**config.mk**
```make
export PLATFORM = sky130hd
export DESIGN_NAME = fir_lowpass_with_integrator_flat
export DESIGN_NICKNAME = d
export VERILOG_FILES = /design/src/sv/fli_pkg.sv /design/src/sv/fli_ifs.sv /design/src/sv/fli_delay.sv /design/src/sv/fli_mac.sv /design/src/sv/fir_lowpass_with_integrator.sv /design/src/flat_wrapper.sv
export VERILOG_INCLUDE_DIRS = /design/src /design/src/sv
export SDC_FILE = /design/constraint.sdc
export NUM_CORES = 2
export LEC_CHECK = 0
export ABC_AREA = 1
export BUFFER_PORTS_ARGS = -buffer_cell sky130_fd_sc_hd__buf_4
export CORE_MARGIN = 5
export CORE_UTILIZATION = 60
export DETAILED_ROUTE_END_ITERATION = 10
export PLACE_DENSITY_LB_ADDON = 0.08
export SLEW_MARGIN = 40
export SYNTH_ARGS = -nofsm -noshare
export SYNTH_HDL_FRONTEND = slang
export SYNTH_SLANG_ARGS = --single-unit
```
**constraint.sdc**
```tcl
create_clock -name clk_i -period 14.1 [get_ports clk_i]
set_clock_uncertainty 0.1 [all_clocks]
set_input_delay 2.82 -clock clk_i [delete_from_list [all_inputs] [get_ports clk_i]]
set_output_delay 2.82 -clock clk_i [all_outputs]
set_load 0.02 [all_outputs]
```
**src/sv/fir_lowpass_with_integrator_defines.svh**
```systemverilog
// Assertion macros for the low-pass filter and integrator block.
`ifndef FIR_LOWPASS_WITH_INTEGRATOR_DEFINES_SVH
`define FIR_LOWPASS_WITH_INTEGRATOR_DEFINES_SVH

// Same-cycle implication, sampled on clk_i, off while in reset.
`define FLI_ASSERT_IMP(lbl, ante, cons) \
  lbl: assert property (@(posedge clk_i) disable iff (!rst_ni) (ante) |-> (cons)) \
    else $error("fli assertion failed");

// Next-cycle implication, sampled on clk_i, off while in reset.
`define FLI_ASSERT_NXT(lbl, ante, cons) \
  lbl: assert property (@(posedge clk_i) disable iff (!rst_ni) (ante) |=> (cons)) \
    else $error("fli assertion failed");

`endif

```
**src/sv/fli_pkg.sv**
```systemverilog
// Package: constants, coefficient table and control structs for the filter.
`timescale 1ns / 1ps
package fli_pkg;

  localparam int ACC_W     = 64;
  localparam int COEF_W    = 32;
  localparam int POS_W     = 32;
  localparam int TABLE_LEN = 33;

  localparam logic signed [COEF_W-1:0] Q31_TAPS [TABLE_LEN] = '{
    32'sd2791729,   32'sd3865471,   32'sd6227703,   32'sd10093173,  32'sd15891379,
    32'sd23622320,  32'sd33715492,  32'sd45956152,  32'sd59700044,  32'sd74517680,
    32'sd89764816,  32'sd104582456, 32'sd118111600, 32'sd129708016, 32'sd138512688,
    32'sd144096160, 32'sd146028896, 32'sd144096160, 32'sd138512688, 32'sd129708016,
    32'sd118111600, 32'sd104582456, 32'sd89764816,  32'sd74517680,  32'sd59700044,
    32'sd45956152,  32'sd33715492,  32'sd23622320,  32'sd15891379,  32'sd10093173,
    32'sd6227703,   32'sd3865471,   32'sd2791729
  };

  typedef struct packed {
    logic push;
    logic rotate;
  } dl_ctrl_t;

  typedef struct packed {
    logic clear;
    logic mul_en;
  } mac_ctrl_t;

  // Coefficient for tap idx, rounded half up to frac fractional bits.
  function automatic logic signed [COEF_W-1:0] coef_at(input int unsigned idx,
                                                       input int unsigned frac);
    logic signed [COEF_W:0] c;
    int unsigned            drop;
    drop = 31 - frac;
    c    = '0;
    if (idx < TABLE_LEN) begin
      c = {Q31_TAPS[idx][COEF_W-1], Q31_TAPS[idx]};
      if (drop > 0) begin
        c = (c + (33'sd1 <<< (drop - 1))) >>> drop;
      end
    end
    return c[COEF_W-1:0];
  endfunction

endpackage

```
**src/sv/fli_ifs.sv**
```systemverilog
// Valid/ready channel interfaces for sample input and filtered output words.
`timescale 1ns / 1ps
interface fli_in_if #(
  parameter int SAMPLE_WIDTH = 16
);
  logic                           valid;
  logic                           ready;
  logic signed [SAMPLE_WIDTH-1:0] sample;

  modport source (output valid, output sample, input ready);
  modport sink   (input valid, input sample, output ready);
endinterface

interface fli_out_if #(
  parameter int SAMPLE_WIDTH = 16
);
  logic                           valid;
  logic                           ready;
  logic signed [SAMPLE_WIDTH-1:0] filtered;
  logic signed [31:0]             position;

  modport source (output valid, output filtered, output position, input ready);
  modport sink   (input valid, input filtered, input position, output ready);
endinterface

```
**src/sv/fli_delay.sv**
```systemverilog
// Rotating sample delay line: push a new sample, then rotate to present taps at entry 0.
`timescale 1ns / 1ps
module fli_delay
  import fli_pkg::*;
#(
  parameter int TAPS         = 33,
  parameter int SAMPLE_WIDTH = 16
) (
  input  logic                           clk_i,
  input  logic                           rst_ni,
  input  dl_ctrl_t                       ctrl_i,
  input  logic signed [SAMPLE_WIDTH-1:0] sample_i,
  output logic signed [SAMPLE_WIDTH-1:0] tap_o
);

  logic signed [SAMPLE_WIDTH-1:0] line_q [TAPS];
  logic signed [SAMPLE_WIDTH-1:0] line_d [TAPS];

  always_comb begin
    for (int i = 0; i < TAPS; i++) begin
      line_d[i] = line_q[i];
    end
    if (ctrl_i.push) begin
      line_d[0] = sample_i;
      for (int i = 1; i < TAPS; i++) begin
        line_d[i] = line_q[i-1];
      end
    end else if (ctrl_i.rotate) begin
      for (int i = 0; i < TAPS; i++) begin
        line_d[i] = line_q[(i + 1) % TAPS];
      end
    end
  end

  always_ff @(posedge clk_i or negedge rst_ni) begin
    if (!rst_ni) begin
      for (int i = 0; i < TAPS; i++) begin
        line_q[i] <= '0;
      end
    end else begin
      for (int i = 0; i < TAPS; i++) begin
        line_q[i] <= line_d[i];
      end
    end
  end

  assign tap_o = line_q[0];

endmodule

```
**src/sv/fli_mac.sv**
```systemverilog
// Shared multiply-accumulate unit: registered product into a 64-bit accumulator.
`timescale 1ns / 1ps
module fli_mac
  import fli_pkg::*;
#(
  parameter int SAMPLE_WIDTH = 16
) (
  input  logic                           clk_i,
  input  logic                           rst_ni,
  input  mac_ctrl_t                      ctrl_i,
  input  logic signed [SAMPLE_WIDTH-1:0] tap_i,
  input  logic signed [COEF_W-1:0]       coef_i,
  output logic                           busy_o,
  output logic signed [ACC_W-1:0]        acc_o
);

  localparam int PW = SAMPLE_WIDTH + COEF_W;

  logic signed [PW-1:0]    prod_q;
  logic                    prod_vld_q;
  logic signed [ACC_W-1:0] acc_q;

  always_ff @(posedge clk_i) begin
    if (ctrl_i.mul_en) begin
      prod_q <= tap_i * coef_i;
    end
  end

  always_ff @(posedge clk_i or negedge rst_ni) begin
    if (!rst_ni) begin
      prod_vld_q <= 1'b0;
      acc_q      <= '0;
    end else if (ctrl_i.clear) begin
      prod_vld_q <= 1'b0;
      acc_q      <= '0;
    end else begin
      prod_vld_q <= ctrl_i.mul_en;
      if (prod_vld_q) begin
        acc_q <= acc_q + {{(ACC_W-PW){prod_q[PW-1]}}, prod_q};
      end
    end
  end

  assign busy_o = prod_vld_q;
  assign acc_o  = acc_q;

endmodule

```
**src/sv/fir_lowpass_with_integrator.sv**
```systemverilog
// Low-pass FIR filter with saturating integrator, built round one shared MAC.
//
// Input channel in_i carries one signed sample per word; output channel out_o
// returns one word per input: the filtered sample and the running position.
// Each word runs through a sequencer that feeds the TAPS delay-line entries,
// one per cycle, through a single multiplier and 64-bit accumulator, then
// shifts, saturates and integrates. in_i.ready is high only while the
// sequencer is idle, so a new word is taken only once the previous word
// has left the sequencer.
// The result sits in an output register; the next word is accepted and
// processed while it waits. If out_o.ready stays low, the sequencer holds
// the finished word in its last step until the register frees, and the
// input then stays blocked.
// Reset (rst_ni low, asynchronous) clears the delay line, the integrator
// and the output valid flag.
`timescale 1ns / 1ps
`include "fir_lowpass_with_integrator_defines.svh"
module fir_lowpass_with_integrator
  import fli_pkg::*;
#(
  parameter int TAPS           = 33,
  parameter int SAMPLE_WIDTH   = 16,
  parameter int COEF_FRAC_BITS = 31
) (
  input  logic           clk_i,
  input  logic           rst_ni,
  fli_in_if.sink         in_i,
  fli_out_if.source      out_o
);

  localparam int CNT_W = (TAPS > 1) ? $clog2(TAPS) : 1;
  localparam logic [CNT_W-1:0] LAST = CNT_W'(TAPS - 1);
  localparam logic signed [ACC_W-1:0] SMAX = (64'sd1 <<< (SAMPLE_WIDTH - 1)) - 64'sd1;
  localparam logic signed [ACC_W-1:0] SMIN = -SMAX - 64'sd1;

  typedef enum logic [4:0] {
    ST_IDLE  = 5'b00001,
    ST_MAC   = 5'b00010,
    ST_DRAIN = 5'b00100,
    ST_SAT   = 5'b01000,
    ST_INTEG = 5'b10000
  } state_e;

  state_e state_q, state_d;
  logic [CNT_W-1:0] cnt_q, cnt_d;

  dl_ctrl_t  dl_ctrl;
  mac_ctrl_t mac_ctrl;

  logic signed [SAMPLE_WIDTH-1:0] tap;
  logic signed [COEF_W-1:0]       coef;
  logic signed [ACC_W-1:0]        acc;
  logic signed [ACC_W-1:0]        acc_sh;
  logic                           mac_busy;

  logic signed [SAMPLE_WIDTH-1:0] y_q, y_d;
  logic signed [POS_W-1:0]        pos_q, pos_d;
  logic signed [POS_W:0]          pos_sum;

  logic                           out_vld_q;
  logic signed [SAMPLE_WIDTH-1:0] out_filt_q;
  logic signed [POS_W-1:0]        out_pos_q;

  logic in_acc;
  logic load;

  assign in_i.ready = (state_q == ST_IDLE);
  assign in_acc     = in_i.valid && in_i.ready;
  assign load       = (state_q == ST_INTEG) && (!out_vld_q || out_o.ready);

  assign coef = coef_at(int'(cnt_q), COEF_FRAC_BITS);

  fli_delay #(
    .TAPS         (TAPS),
    .SAMPLE_WIDTH (SAMPLE_WIDTH)
  ) u_delay (
    .clk_i    (clk_i),
    .rst_ni   (rst_ni),
    .ctrl_i   (dl_ctrl),
    .sample_i (in_i.sample),
    .tap_o    (tap)
  );

  fli_mac #(
    .SAMPLE_WIDTH (SAMPLE_WIDTH)
  ) u_mac (
    .clk_i  (clk_i),
    .rst_ni (rst_ni),
    .ctrl_i (mac_ctrl),
    .tap_i  (tap),
    .coef_i (coef),
    .busy_o (mac_busy),
    .acc_o  (acc)
  );

  always_comb begin
    state_d         = state_q;
    cnt_d           = cnt_q;
    dl_ctrl.push    = 1'b0;
    dl_ctrl.rotate  = 1'b0;
    mac_ctrl.clear  = 1'b0;
    mac_ctrl.mul_en = 1'b0;
    unique case (state_q)
      ST_IDLE: begin
        if (in_acc) begin
          dl_ctrl.push   = 1'b1;
          mac_ctrl.clear = 1'b1;
          cnt_d          = '0;
          state_d        = ST_MAC;
        end
      end
      ST_MAC: begin
        mac_ctrl.mul_en = 1'b1;
        dl_ctrl.rotate  = 1'b1;
        if (cnt_q == LAST) begin
          state_d = ST_DRAIN;
        end else begin
          cnt_d = cnt_q + 1'b1;
        end
      end
      ST_DRAIN: state_d = ST_SAT;
      ST_SAT:   state_d = ST_INTEG;
      ST_INTEG: begin
        if (load) begin
          state_d = ST_IDLE;
        end
      end
      default: state_d = ST_IDLE;
    endcase
  end

  // floor shift, then clamp to the sample range
  assign acc_sh = acc >>> COEF_FRAC_BITS;

  always_comb begin
    if (acc_sh > SMAX) begin
      y_d = SMAX[SAMPLE_WIDTH-1:0];
    end else if (acc_sh < SMIN) begin
      y_d = SMIN[SAMPLE_WIDTH-1:0];
    end else begin
      y_d = acc_sh[SAMPLE_WIDTH-1:0];
    end
  end

  assign pos_sum = {pos_q[POS_W-1], pos_q} +
                   {{(POS_W+1-SAMPLE_WIDTH){y_q[SAMPLE_WIDTH-1]}}, y_q};

  always_comb begin
    if (pos_sum[POS_W] != pos_sum[POS_W-1]) begin
      pos_d = pos_sum[POS_W] ? {1'b1, {(POS_W-1){1'b0}}} : {1'b0, {(POS_W-1){1'b1}}};
    end else begin
      pos_d = pos_sum[POS_W-1:0];
    end
  end

  always_ff @(posedge clk_i) begin
    if (state_q == ST_SAT) begin
      y_q <= y_d;
    end
    if (load) begin
      out_filt_q <= y_q;
      out_pos_q  <= pos_d;
    end
  end

  always_ff @(posedge clk_i or negedge rst_ni) begin
    if (!rst_ni) begin
      state_q   <= ST_IDLE;
      cnt_q     <= '0;
      pos_q     <= '0;
      out_vld_q <= 1'b0;
    end else begin
      state_q <= state_d;
      cnt_q   <= cnt_d;
      if (load) begin
        pos_q     <= pos_d;
        out_vld_q <= 1'b1;
      end else if (out_o.ready) begin
        out_vld_q <= 1'b0;
      end
    end
  end

  assign out_o.valid    = out_vld_q;
  assign out_o.filtered = out_filt_q;
  assign out_o.position = out_pos_q;

  `FLI_ASSERT_NXT(a_start_mac, in_acc, (state_q == ST_MAC) && (cnt_q == '0))
  `FLI_ASSERT_IMP(a_cnt_range, state_q == ST_MAC, cnt_q <= LAST)
  `FLI_ASSERT_IMP(a_mac_drained, state_q == ST_SAT, !mac_busy)
  `FLI_ASSERT_NXT(a_hold_result, (state_q == ST_INTEG) && out_vld_q && !out_o.ready,
                  state_q == ST_INTEG)
  `FLI_ASSERT_NXT(a_pos_rises, load && !y_q[SAMPLE_WIDTH-1],
                  $signed(pos_q) >= $signed($past(pos_q)))

endmodule
```
**src/flat_wrapper.sv**
```systemverilog
// flat-port wrapper written by rule: the top's interface ports become plain ports
module fir_lowpass_with_integrator_flat import fli_pkg::*;
#(
  parameter int TAPS           = 33,
  parameter int SAMPLE_WIDTH   = 16,
  parameter int COEF_FRAC_BITS = 31
)
  (clk_i, rst_ni, in_i_valid, in_i_sample, in_i_ready, out_o_valid, out_o_filtered, out_o_position, out_o_ready);
  fli_in_if #(.SAMPLE_WIDTH(SAMPLE_WIDTH)) in_i_i ();
  fli_out_if #(.SAMPLE_WIDTH(SAMPLE_WIDTH)) out_o_i ();
  input  logic clk_i;
  input  logic rst_ni;
  input wire logic [$bits(in_i_i.valid)-1:0] in_i_valid;
  input wire logic [$bits(in_i_i.sample)-1:0] in_i_sample;
  output wire logic [$bits(in_i_i.ready)-1:0] in_i_ready;
  output wire logic [$bits(out_o_i.valid)-1:0] out_o_valid;
  output wire logic [$bits(out_o_i.filtered)-1:0] out_o_filtered;
  output wire logic [$bits(out_o_i.position)-1:0] out_o_position;
  input wire logic [$bits(out_o_i.ready)-1:0] out_o_ready;
  assign in_i_i.valid = in_i_valid;
  assign in_i_i.sample = in_i_sample;
  assign in_i_ready = in_i_i.ready;
  assign out_o_valid = out_o_i.valid;
  assign out_o_filtered = out_o_i.filtered;
  assign out_o_position = out_o_i.position;
  assign out_o_i.ready = out_o_ready;
  fir_lowpass_with_integrator #(.TAPS(TAPS), .SAMPLE_WIDTH(SAMPLE_WIDTH), .COEF_FRAC_BITS(COEF_FRAC_BITS)) u_core (.clk_i(clk_i), .rst_ni(rst_ni), .in_i(in_i_i), .out_o(out_o_i));
endmodule
```
==> run_results.csv <==
group,metric,value,unit
status,run_status,"completed",
yosys,async_reset_ff_share,85.0,%
critical_path,crit_path_end_kind,"flop",
yosys,synth.avg_cell_area,7.76,µm²
placed_design,placedCellCount,8079,
sta,rsz0062_at_grt,"no",
sta,finalHoldViolations,0,
finish,mostFrequentLayoutCell,"sky130_fd_sc_hd__inv_1",
finish,layout_common_cells,"1340 x sky130_fd_sc_hd__inv_1, 1002 x sky130_fd_sc_hd__nand2_1, 999 x sky130_fd_sc_hd__o21ai_0",
cts,cts_max_path_buffers,3,
cts,tritoncts_clock_tree,"yes",
drt,drc,0,
finish,synth_to_layout_area_growth,7.59,%
yosys,yosys.area.top_type,"sky130_fd_sc_hd__dfrtp_1",
yosys,synthCells,7111,
grt,grt-ovfl-total,0,
finish,layoutNonFillerInstCount,8241,
finish,final_layout_size_suffix_gt1_share,4.18,%
floorplanning,floorplan.initialDensity,60.3,%
cts,clock_latency,0.67,ns
yosys,synth_top_flop_cell,"sky130_fd_sc_hd__dfrtp_1",
min_path,min-delay-start,"u_core.state_q[3]",
cts,holdBufCountCts,0,
sta,min_period,8.74,ns
grt,grt_antenna_before_repair,3,
cts,postCtsSetupRepairBufs,0,
floorplanning,chipHeight,313,µm
floorplanning,rows,111,
cts,clock_tree.root_cell,"sky130_fd_sc_hd__clkbuf_16",
sta,setup_viol_count_final,0,
yosys,mappedNetlistArea,0.0552,mm²
grt,grt_pass1_wl,245000,µm
critical_path,reg2reg_setup_slack,5.36,ns
sta,tightest_slew,0.877,ns
yosys,synth.lib_cells_used.distinct,52,
yosys,yosys_warnings,0,
floorplanning,core_region_area,0.0915,mm²
drt,wl_per_cell,18.3,µm
drt,detailroute.via_count,46800,
critical_path,timing.critical_path.from,"u_core.cnt_q[3]",
yosys,syn-num-nets,7754,
critical_path,timing.critical_path.required,14.42,ns
critical_path,reg2reg_from,"u_core.cnt_q[3]",
placed_design,number_of_i_o_port_buffers,69,
finish,design.final.nets,7624,
drt,routed_wirelength,151000,µm
critical_path,cp_max_fo,22,
floorplanning,chipWidth,313,µm
cts,cts-buffers-inserted,83,
sta,max_clock_freq,0.114,GHz
critical_path,start_kind,"flop",
cts,cts-htree-levels,3,
critical_path,critPathArrivalTime,9.06,ns
placed_design,detailedPlacementHpwl,110000,µm
yosys,yosysSeqAreaShare,35.0,%
grt,first_global_vias,45900,
yosys,post-synth-top-area-fraction,28.8,%
min_path,hold_removal_path_class,"reg2reg",
drt,vias_per_cell,5.67,
yosys,synth-edff-count,112,
grt,grt_start_max_net_pins,183,
sta,total_neg_setup_slack,0,ns
drt,antenna_violating_nets_post_route,0,
sta,slew_violations,0,
sta,post-route-period-util,62.0,%
sta,headroom_to_the_max_slew_limit,41.6,%
cts,tritoncts_num_sinks,749,
grt,globalRouteTotalUtil,30.7,%
floorplanning,ioPinCount,70,
critical_path,timing.setup.critical_path_class,"reg2reg",
yosys,synth-seq-cells,749,
finish,fillers,8122,
yosys,synthTopCellsByArea,"sky130_fd_sc_hd__dfrtp_1 29%, sky130_fd_sc_hd__fa_1 13%, sky130_fd_sc_hd__inv_1 9.2%, sky130_fd_sc_hd__o21ai_0 9.1%, sky130_fd_sc_hd__o21ai_1 7.1%",
floorplanning,floorplan.die_area,0.0981,mm²
cts,cts_repair_resize_count,0,
drt,drt_pass1_iterations,6,
run,cap_viol_max_count,0,
drt,drtIter0Drc,4402,
cts,clkTransAtPathRegs,0.06,ns
placed_design,gpl.final_weighted_congestion,0.991,
## cells in the mapped netlist, types with 32 or more instances
cell type / count
sky130_fd_sc_hd__inv_1: 1346
sky130_fd_sc_hd__nand2_1: 1002
sky130_fd_sc_hd__o21ai_0: 999
sky130_fd_sc_hd__o21ai_1: 779
sky130_fd_sc_hd__dfrtp_1: 636
sky130_fd_sc_hd__nor2_1: 631
sky130_fd_sc_hd__fa_1: 364
sky130_fd_sc_hd__ha_1: 259
sky130_fd_sc_hd__a21oi_1: 242
sky130_fd_sc_hd__clkbuf_1: 216
sky130_fd_sc_hd__nand3_1: 114
sky130_fd_sc_hd__edfxtp_1: 112
sky130_fd_sc_hd__buf_2: 75
sky130_fd_sc_hd__xor2_1: 47
sky130_fd_sc_hd__a31oi_1: 32
## cell families (layout without fill, tap and decap cells)
family | Yosys count | in the layout | share of synthesized area [%]
DFF | 749 | 749 | 35.0
other | 0 | 3 | 0
and+or+nand+nor | 1850 | 1850 | 13.3
xor gates and xnor gates | 66 | 66 | 1.05
AOI/OAI and AO/OA | 2135 | 2135 | 19.8
buffers and inverters | 1688 | 1629 | 11.7
adders and majority gates | 623 | 623 | 19.1
## worst max-delay path, cell delays in order, from the launching register on
cell and delay (ns):
sky130_fd_sc_hd__dfrtp_1 0.84, sky130_fd_sc_hd__clkinv_1 0.73, sky130_fd_sc_hd__nor2_1 0.42, sky130_fd_sc_hd__inv_1 0.10, sky130_fd_sc_hd__o21ai_0 0.16, sky130_fd_sc_hd__nand2_1 0.07, sky130_fd_sc_hd__nand3_1 0.09, sky130_fd_sc_hd__nand2_1 0.28
sky130_fd_sc_hd__inv_1 0.33, sky130_fd_sc_hd__nand2_1 0.13, sky130_fd_sc_hd__fa_1 0.56, sky130_fd_sc_hd__inv_1 0.06, sky130_fd_sc_hd__fa_1 0.48, sky130_fd_sc_hd__fa_1 0.57, sky130_fd_sc_hd__fa_1 0.44, sky130_fd_sc_hd__fa_1 0.49
sky130_fd_sc_hd__inv_1 0.04, sky130_fd_sc_hd__fa_1 0.47, sky130_fd_sc_hd__inv_1 0.04, sky130_fd_sc_hd__ha_1 0.41, sky130_fd_sc_hd__nand2_1 0.14, sky130_fd_sc_hd__nor2_1 0.23, sky130_fd_sc_hd__inv_1 0.07, sky130_fd_sc_hd__nor2_1 0.10
sky130_fd_sc_hd__inv_1 0.10, sky130_fd_sc_hd__nor4_1 0.53, sky130_fd_sc_hd__a21oi_1 0.21, sky130_fd_sc_hd__xnor2_1 0.31
## through the flow
stage	util, %	worst slack (ns)	hold WS (ns)	cell area, µm²
CTS	64.8	5.47	0.353	59300
finish	64.9	5.36	0.351	59400
floorplan	-	7.36	0.320	55200
detailed placement	61.6	5.50	0.346	56300
global placement	61.4	5.48	0.333	56200
global route	64.9	4.80	0.362	59400
## final cells by class
| cell class | instances | area [µm²] | area share (%) |
|---|---|---|---|
| clock buffer | 129 | 2540 | 4.28 |
| sequential | 749 | 19300 | 32.5 |
| multi-input combinational | 4674 | 29500 | 49.6 |
| antenna | 3 | 7.51 | 0.0126 |
| inverter | 1358 | 5110 | 8.60 |
| tap | 1186 | 1480 | 2.50 |
| clock inverter | 27 | 378 | 0.636 |
| timing repair buffer | 115 | 1070 | 1.81 |
## final timing paths
path / end / cells after the start
worst min register to register: u_core.state_q[3] / 1
min in group asynchronous: u_core.u_delay.line_q[303] / 1
worst max-delay path: u_core.u_mac.prod_q[22] / 27
worst min-delay path: u_core.state_q[3] / 1
worst max register to register: u_core.u_mac.prod_q[22] / 27
max in group asynchronous: u_core.u_delay.tap_o[11] / 5
## flip-flops by register name, summed over array words and instances, names as in the netlist, 5 cells and up
| register | count |
|---|---|
| u_core.out_o.filtered | 16 |
| u_core.out_o.position | 32 |
| u_core.u_delay.line_q | 512 |
| u_core.state_q | 5 |
| u_core.y_q | 16 |
| u_core.u_delay.tap_o | 16 |
| u_core.u_mac.acc_o | 64 |
| u_core.pos_q | 32 |
| u_core.u_mac.prod_q | 48 |
| u_core.cnt_q | 6 |
## routing by layer
| layer | vias up | track usage [%] | wire length (µm) |
|---|---|---|---|
| li1 | 22500 | - | - |
| met1 | 22500 | 42.2 | 65300 |
| met5 | - | 0 | 0 |
| met4 | 0 | 11.8 | 6850 |
| met3 | 340 | 4.80 | 9210 |
| met2 | 1433 | 49.6 | 69800 |
Power is not shown: default switching activity piles up to over one toggle a cycle in this logic, so the estimate is an artifact.
